## src/rtl/core/ssc_pkg.sv

```systemverilog
// shared constants, types and the crc-8 byte update for the scratchpad checker
// no dependencies
`timescale 1ns / 1ps

package ssc_pkg;

   // bytes in one scratchpad frame, the last one carries the crc
   localparam int FRAME_BYTES = 9;
   localparam int POS_W = $clog2(FRAME_BYTES);
   localparam logic [POS_W-1:0] LAST_POS = POS_W'(FRAME_BYTES - 1);

   localparam logic [7:0] CRC_POLY = 8'h8C;

   typedef enum logic [1:0] {
      STATUS_OK       = 2'd0,
      STATUS_ALL_ZERO = 2'd1,
      STATUS_CRC      = 2'd2
   } status_type;

   typedef struct packed {
      logic              last;
      status_type        status;
      logic signed [15:0] temperature;
   } result_type;

   // reflected crc-8, lsb first, one byte
   function automatic logic [7:0] crc8_byte(input logic [7:0] crc_i, input logic [7:0] data_i);
      logic [7:0] c;
      logic [7:0] d;
      logic       mix;
      c = crc_i;
      d = data_i;
      for (int k = 0; k < 8; k++) begin
         mix = c[0] ^ d[0];
         c = c >> 1;
         if (mix) begin
            c = c ^ CRC_POLY;
         end
         d = d >> 1;
      end
      return c;
   endfunction

endpackage

```

## src/rtl/core/ssc_frame_tracker.sv

```systemverilog
// frame state of the scratchpad checker: byte position, running crc, nonzero flag
// and the two temperature bytes; depends on ssc_pkg
`timescale 1ns / 1ps

module ssc_frame_tracker (
   input  logic                clock,
   input  logic                reset,
   input  logic                step,
   input  logic [7:0]          data_byte,
   output ssc_pkg::result_type result
);

   localparam logic [ssc_pkg::POS_W-1:0] POS_W_ONE = ssc_pkg::POS_W'(1);

   logic [ssc_pkg::POS_W-1:0] pos_ff, pos_in;
   logic [7:0]                crc_ff, crc_in;
   logic                      nonzero_ff, nonzero_in;
   logic [7:0]                low_ff, low_in;
   logic [7:0]                high_ff, high_in;
   logic                      is_last;
   logic                      nonzero_now;

   assign is_last     = (pos_ff == ssc_pkg::LAST_POS);
   assign nonzero_now = nonzero_ff | (data_byte != 8'd0);

   always_comb begin
      result.last        = is_last;
      result.temperature = '0;
      if (!nonzero_now) begin
         result.status = ssc_pkg::STATUS_ALL_ZERO;
      end else if (crc_ff != data_byte) begin
         result.status = ssc_pkg::STATUS_CRC;
      end else begin
         result.status      = ssc_pkg::STATUS_OK;
         result.temperature = {high_ff, low_ff};
      end
   end

   always_comb begin
      pos_in     = pos_ff;
      crc_in     = crc_ff;
      nonzero_in = nonzero_ff;
      low_in     = low_ff;
      high_in    = high_ff;
      if (step) begin
         if (is_last) begin
            pos_in     = '0;
            crc_in     = '0;
            nonzero_in = 1'b0;
            low_in     = '0;
            high_in    = '0;
         end else begin
            pos_in     = pos_ff + 1'b1;
            crc_in     = ssc_pkg::crc8_byte(crc_ff, data_byte);
            nonzero_in = nonzero_now;
            if (pos_ff == '0) begin
               low_in = data_byte;
            end
            if (pos_ff == POS_W_ONE) begin
               high_in = data_byte;
            end
         end
      end
   end

   always_ff @(posedge clock) begin
      if (reset) begin
         pos_ff     <= '0;
         crc_ff     <= '0;
         nonzero_ff <= 1'b0;
         low_ff     <= '0;
         high_ff    <= '0;
      end else begin
         pos_ff     <= pos_in;
         crc_ff     <= crc_in;
         nonzero_ff <= nonzero_in;
         low_ff     <= low_in;
         high_ff    <= high_in;
      end
   end

   a_clear_after_frame: assert property (@(posedge clock) disable iff (reset)
      step && is_last |=> pos_ff == '0 && crc_ff == 8'd0 && !nonzero_ff)
      else $error("frame state not cleared after last byte");

   a_pos_in_range: assert property (@(posedge clock) disable iff (reset)
      pos_ff <= ssc_pkg::LAST_POS)
      else $error("byte position beyond frame");

   a_pos_advances: assert property (@(posedge clock) disable iff (reset)
      step && !is_last |=> pos_ff == $past(pos_ff) + 1'b1)
      else $error("byte position did not advance");

endmodule

```

## config.mk

```make
export PLATFORM = sky130hd
export DESIGN_NAME = ssc_frame_tracker
export DESIGN_NICKNAME = d
export VERILOG_FILES = /design/src/rtl/core/ssc_pkg.sv /design/src/rtl/core/ssc_frame_tracker.sv
export SDC_FILE = /design/constraint.sdc
export NUM_CORES = 1
export LEC_CHECK = 0
export BUFFER_PORTS_ARGS = -buffer_cell sky130_fd_sc_hd__buf_2
export CORE_AREA = 2 2 65 51
export CTS_CLUSTER_SIZE = 24
export DETAILED_ROUTE_END_ITERATION = 8
export DIE_AREA = 0 0 67 53
export PLACE_DENSITY = 0.74
export RECOVER_POWER = 50
export SLEW_MARGIN = 20
export SYNTH_ARGS = -nofsm -noshare
export SYNTH_HDL_FRONTEND = slang
export SYNTH_SLANG_ARGS = --single-unit
```

## constraint.sdc

```tcl
create_clock -name clock -period 2.1 [get_ports clock]
set_clock_uncertainty 0.2 [all_clocks]
set_input_delay 0 -clock clock [delete_from_list [all_inputs] [get_ports clock]]
set_output_delay 0 -clock clock [all_outputs]
set_load 0.03 [all_outputs]
```

### Word level (Yosys, flattened, before mapping)

Index checks and enable logic that the tools add are counted.

| cells by class | value |
|---|---|
| add/subtract/negate cells | 1 |
| muxes and demuxes | 33 |
| reductions and logical operators | 6 |
| eq/ne operators | 3 |
| bitwise gates (word level) | 17 |

Operator list:

| operator | count |
|---|---|
| 8-bit two-way mux | 27 |
| 16-bit two-way mux | 2 |
| 2-bit inverter with 3-bit output | 8 |
| 8-bit != test | 1 |
| 8-bit nonzero test | 1 |
| 1-bit bitwise XOR | 8 |
| 4-bit by 1-bit adder with 4-bit output, second input constant | 1 |
| 4-bit by 1-bit equality test with 1-bit output, second input constant | 1 |
| 4-bit equality test, second input constant | 1 |
| 4-bit logical NOT | 1 |
| 2-bit two-way mux | 2 |
| 4-bit two-way mux | 1 |
| 2-bit AND reduction | 2 |
| 2-bit nonzero test | 2 |
| 1-bit two-way mux | 1 |
| 1-bit bitwise OR | 1 |

| word-level totals | value |
|---|---|
| word-level logic and storage cells | 65 |
| input bits | 11 |
| output and inout port bits | 19 |
| bits in registers | 29 |

### Logic depth before layout (Yosys ltp)

| depth | value |
|---|---|
| depth after elaboration | 31 |
| mapped depth | 8 |
| mapped depth without buffers | 7 |

### Worst setup path before layout

No wires, ideal clock.

| timing | value |
|---|---|
| path kind | reg2out |
| start point | register crc_ff[4] |
| end point | output result[10] (netlist name) |
| stages on the path, launching flop included | 6 |
| path buffers | 1 |
| slack | 368 ps |
| required time | 1900 ps |
| data arrival time | 1532 ps |
| cells stage by stage | dfxtp_1 > xnor2_1 > nand4_1 > nor3_2 > clkbuf_2 > and2_1 |

RTL lines:

| item | line | text |
|---|---|---|
| start, declared | ssc_frame_tracker.sv:16 | `logic [7:0] crc_ff, crc_in;` |
| start signal, assigned | ssc_frame_tracker.sv:75 | `crc_ff <= crc_in;` |
| end, declared | ssc_frame_tracker.sv:10 | `output ssc_pkg::result_type result` |

==> impl_metrics.prom <==
# TYPE chip_impl_metric gauge
chip_impl_metric{name="wirelength",unit="um"} 3846
chip_impl_info{name="ys.flop_type",value="sky130_fd_sc_hd__dfxtp_1"} 1
chip_impl_info{name="cp_max_delay_cell",value="sky130_fd_sc_hd__dfxtp_1"} 1
chip_impl_metric{name="synth_compound_gate_area_share",unit="%"} 14.27
chip_impl_metric{name="h-tree-depth",unit=""} 2
chip_impl_info{name="origin_of_the_critical_flop_to_flop_path",value="pos_ff[1]$_SDFFE_PP0P_"} 1
chip_impl_metric{name="route.vias.total",unit=""} 1374
chip_impl_info{name="cts-root-buf",value="sky130_fd_sc_hd__clkbuf_8"} 1
chip_impl_metric{name="port_buffers",unit=""} 29
chip_impl_metric{name="post_route_cells_drive_above_1_share",unit="%"} 24.88
chip_impl_metric{name="finalCriticalPeriod",unit="ns"} 1.993
chip_impl_info{name="cts_tree",value="built"} 1
chip_impl_metric{name="clock_path_buffers",unit=""} 2
chip_impl_metric{name="path_buf_inv",unit=""} 2
chip_impl_metric{name="postRouteAntennaNets",unit=""} 0
chip_impl_metric{name="power.ir.vdd_worst",unit="mV"} 0.5878
chip_impl_metric{name="post-route-drc-count",unit=""} 0
chip_impl_info{name="worst_hold_startpoint",value="reset"} 1
chip_impl_metric{name="least_margin_pin_slew",unit="ns"} 0.5990
chip_impl_metric{name="dpl.cell_count",unit=""} 239
chip_impl_metric{name="critical_path_depth",unit=""} 6
chip_impl_metric{name="cp_slowest_stage_delay",unit="ns"} 0.33
chip_impl_metric{name="timing.reg2reg.worst_path_depth",unit=""} 8
chip_impl_metric{name="grtUsageTotal",unit="%"} 23.92
chip_impl_metric{name="crit_required",unit="ns"} 1.90
chip_impl_info{name="mostFrequentLayoutCells",value="33 x sky130_fd_sc_hd__nor2_1, 29 x sky130_fd_sc_hd__dfxtp_1, 26 x sky130_fd_sc_hd__buf_2"} 1
chip_impl_info{name="outcome",value="completed"} 1
chip_impl_info{name="dominant_delay_contributor_by_cell_family_on_the_critical_path",value="simple AND/OR/NAND/NOR gates"} 1
chip_impl_metric{name="yosysWarnings",unit=""} 0
chip_impl_info{name="worst_setup_path_start_kind",value="register"} 1
chip_impl_metric{name="post_cts.repair.setup_buffers",unit=""} 0
chip_impl_metric{name="mean_syn_cell_area",unit="um2"} 8.766
chip_impl_metric{name="report.final.slew_viol_count",unit=""} 0
chip_impl_metric{name="synth-seq-cells",unit=""} 29
chip_impl_metric{name="synth_area",unit="um2"} 1508
chip_impl_metric{name="synthesis.nets",unit=""} 186
chip_impl_info{name="worstPathCellList",value="xnor2_2 > nand4_1 > nor3_2 > buf_4 > and2_1 > buf_2"} 1
chip_impl_metric{name="final_cell_count_no_fill",unit=""} 255
chip_impl_metric{name="worst_hold_stages",unit=""} 2
chip_impl_metric{name="leakage_power_summed_over_all_cells",unit="nW"} 0.8452
chip_impl_metric{name="antenna_found_initial",unit=""} 0
chip_impl_metric{name="routed_wirelength_normalized_by_instance_count",unit="um"} 15.08
chip_impl_metric{name="post_synth_inst_count",unit=""} 172
chip_impl_metric{name="muxShareOfSynthArea",unit="%"} 1.328
chip_impl_metric{name="synth_enable_flop_cells",unit=""} 0
chip_impl_metric{name="tritoncts.num_buffers",unit=""} 5
chip_impl_metric{name="synth_fa_ha_area_share",unit="%"} 2.490
chip_impl_info{name="hp-class",value="input port to register"} 1
chip_impl_metric{name="first_iter_violations",unit=""} 127
chip_impl_metric{name="timing.setup.tns",unit="ns"} 0
chip_impl_info{name="synth_top_family_by_area",value="simple AND/OR/NAND/NOR gates"} 1
chip_impl_metric{name="arrival",unit="ns"} 1.79
chip_impl_metric{name="worst-path-max-fanout",unit=""} 16
chip_impl_metric{name="grt_max_degree",unit=""} 34
chip_impl_metric{name="timing.fmax",unit="GHz"} 0.5017
chip_impl_metric{name="detail_route.vias_per_cell",unit=""} 5.388
chip_impl_metric{name="die_wd",unit="um"} 67
chip_impl_metric{name="timing.slew.headroom",unit="%"} 60.07
chip_impl_metric{name="timing.final.crit_share",unit="%"} 94.91
chip_impl_metric{name="die_area",unit="um2"} 3551
chip_impl_metric{name="timing_hold_violations_final",unit=""} 0
chip_impl_metric{name="dp_hpwl",unit="um"} 2584
chip_impl_metric{name="layout.core_utilization",unit="%"} 67.43
chip_impl_metric{name="num_antenna_cells",unit=""} 0
chip_impl_metric{name="core_region_area",unit="um2"} 2893
chip_impl_info{name="grt_setup_unrepaired",value="false"} 1
chip_impl_metric{name="start_util",unit="%"} 52.12
chip_impl_metric{name="synth_async_sr_flop_share",unit="%"} 0
chip_impl_info{name="final_common_cell",value="sky130_fd_sc_hd__nor2_1"} 1
chip_impl_metric{name="cts.sinks",unit=""} 29
chip_impl_metric{name="io-pin-count",unit=""} 30
chip_impl_info{name="timing_worst_setup_path_type",value="register to primary output"} 1
chip_impl_metric{name="cellPowerDensity",unit="nW/um2"} 1017
chip_impl_metric{name="post_synth_num_cell_types",unit=""} 34
chip_impl_metric{name="chipHeight",unit="um"} 53
chip_impl_info{name="worstSetupEndpointType",value="primary output"} 1
chip_impl_metric{name="grt_pass1_wl",unit="um"} 6078
chip_impl_metric{name="drt_first_pass_iters",unit=""} 4
chip_impl_metric{name="synthSimpleGateAreaFrac",unit="%"} 26.56
chip_impl_metric{name="yosys.area_share.xor_xnor",unit="%"} 13.69
chip_impl_metric{name="clk_pin_slew",unit="ns"} 0.06
chip_impl_metric{name="clock_latency",unit="ns"} 0.28
chip_impl_metric{name="number_of_global_route_vias_before_repair",unit=""} 1257
chip_impl_metric{name="synth_sequential_area_ratio",unit="%"} 38.51
chip_impl_metric{name="area_added_between_synthesis_and_finish",unit="%"} 29.38
chip_impl_info{name="crit_start",value="crc_ff[1]$_SDFFE_PP0P_"} 1
chip_impl_metric{name="row_count",unit=""} 17
chip_impl_metric{name="gp_congestion",unit=""} 0.8469
chip_impl_metric{name="nNetsFinal",unit=""} 231
chip_impl_metric{name="cap_violations",unit=""} 0
chip_impl_metric{name="setup_violations",unit=""} 0
chip_impl_metric{name="grt.overflow.total",unit=""} 0
[state kept, by name (all words and copies together) (netlist names)]
signal / flops
crc_ff: 8
nonzero_ff: 1
pos_ff: 4
low_ff: 8
high_ff: 8
[final cells by class]
| type | instances | area [um2] |
|---|---|---|
| inverter | 4 | 15.01 |
| clock buffer | 7 | 86.33 |
| multi-input combinational | 132 | 940.9 |
| sequential | 29 | 580.6 |
| fill | 238 | 942.2 |
| tap | 38 | 47.55 |
| timing repair buffer | 45 | 280.3 |
[cells in the mapped netlist, types with 2 or more instances]
cell | instances | share of area (%)
sky130_fd_sc_hd__nor2_1 | 34 | 8.5
sky130_fd_sc_hd__nor2b_1 | 8 | 3.3
sky130_fd_sc_hd__a21oi_1 | 8 | 2.7
sky130_fd_sc_hd__nand4_1 | 2 | 0.83
sky130_fd_sc_hd__inv_1 | 4 | 1.0
sky130_fd_sc_hd__clkbuf_1 | 4 | 1.0
sky130_fd_sc_hd__nand2_1 | 7 | 1.7
sky130_fd_sc_hd__dfxtp_1 | 29 | 39
sky130_fd_sc_hd__ha_1 | 3 | 2.5
sky130_fd_sc_hd__xnor2_1 | 11 | 6.4
sky130_fd_sc_hd__nor3_1 | 2 | 0.66
sky130_fd_sc_hd__mux2i_1 | 2 | 1.3
sky130_fd_sc_hd__a22oi_1 | 16 | 8.0
sky130_fd_sc_hd__xor2_1 | 5 | 2.9
sky130_fd_sc_hd__and2_1 | 16 | 6.6
sky130_fd_sc_hd__o21ai_0 | 3 | 1.0
[through the flow]
stage / hold slack (ns) / cell area [um2] / setup WS, ns / power (mW)
after detailed placement: 0.1176 / 1720 / 0.2018 / 1.465
after floorplan: -0.1454 / 1508 / 0.3682 / 1.302
final: 0.01247 / 1951 / 0.1068 / 1.985
after global placement: 0.1066 / 1720 / 0.2954 / 1.438
after global routing: 0.03478 / 1951 / 0.01451 / 2.107
after CTS: 0.005030 / 1897 / 0.02537 / 1.934
[kinds of logic after synthesis]
group                    Yosys count
XOR/XNOR                          19
multiplexers                       2
flip-flops                        29
AND/OR/NAND/NOR                   76
adder cells (fa/ha/maj)            3
buffers and inverters             11
AO/OA/AOI/OAI                     32
[routing by layer]
metal / up-vias / share of wire, % / track usage [%]
met4: 0 / 1.6 / 9.184
li1: 679 / - / -
met2: 42 / 47 / 38.12
met3: 11 / 5.5 / 6.596
met1: 642 / 46 / 30.79
met5: - / 0 / 0
[worst reg2reg max path: stages, from the launching register on]
cell and delay, ns:
sky130_fd_sc_hd__dfxtp_1 0.34, sky130_fd_sc_hd__inv_1 0.11, sky130_fd_sc_hd__ha_1 0.21, sky130_fd_sc_hd__nand2_1 0.10
sky130_fd_sc_hd__nor2_2 0.23, sky130_fd_sc_hd__nor2b_1 0.08, sky130_fd_sc_hd__clkbuf_2 0.19, sky130_fd_sc_hd__a31oi_1 0.20
sky130_fd_sc_hd__o41ai_1 0.09
[repair_timing]
item	CTS	global route
hold endpoints to repair	19	0
hold buffers	9	0
endpoints found under the setup margin	0	17
resized for setup	0	9
[worst paths after layout]
path	to	slack (ns)
worst max-delay path	result[10]	0.11
worst min register to register	high_ff[1]$_SDFFE_PP0P_	0.28
worst min-delay path	crc_ff[0]$_SDFFE_PP0P_	0.01
worst max register to register	crc_ff[4]$_SDFFE_PP0P_	0.22
[power by group]
group | internal [mW] | switching (mW) | leakage [nW]
Clock | 0.259 | 0.202 | 0.0443
Combinational | 0.432 | 0.383 | 0.563
Sequential | 0.635 | 0.0735 | 0.238
Power figures use the tool's default switching activity.
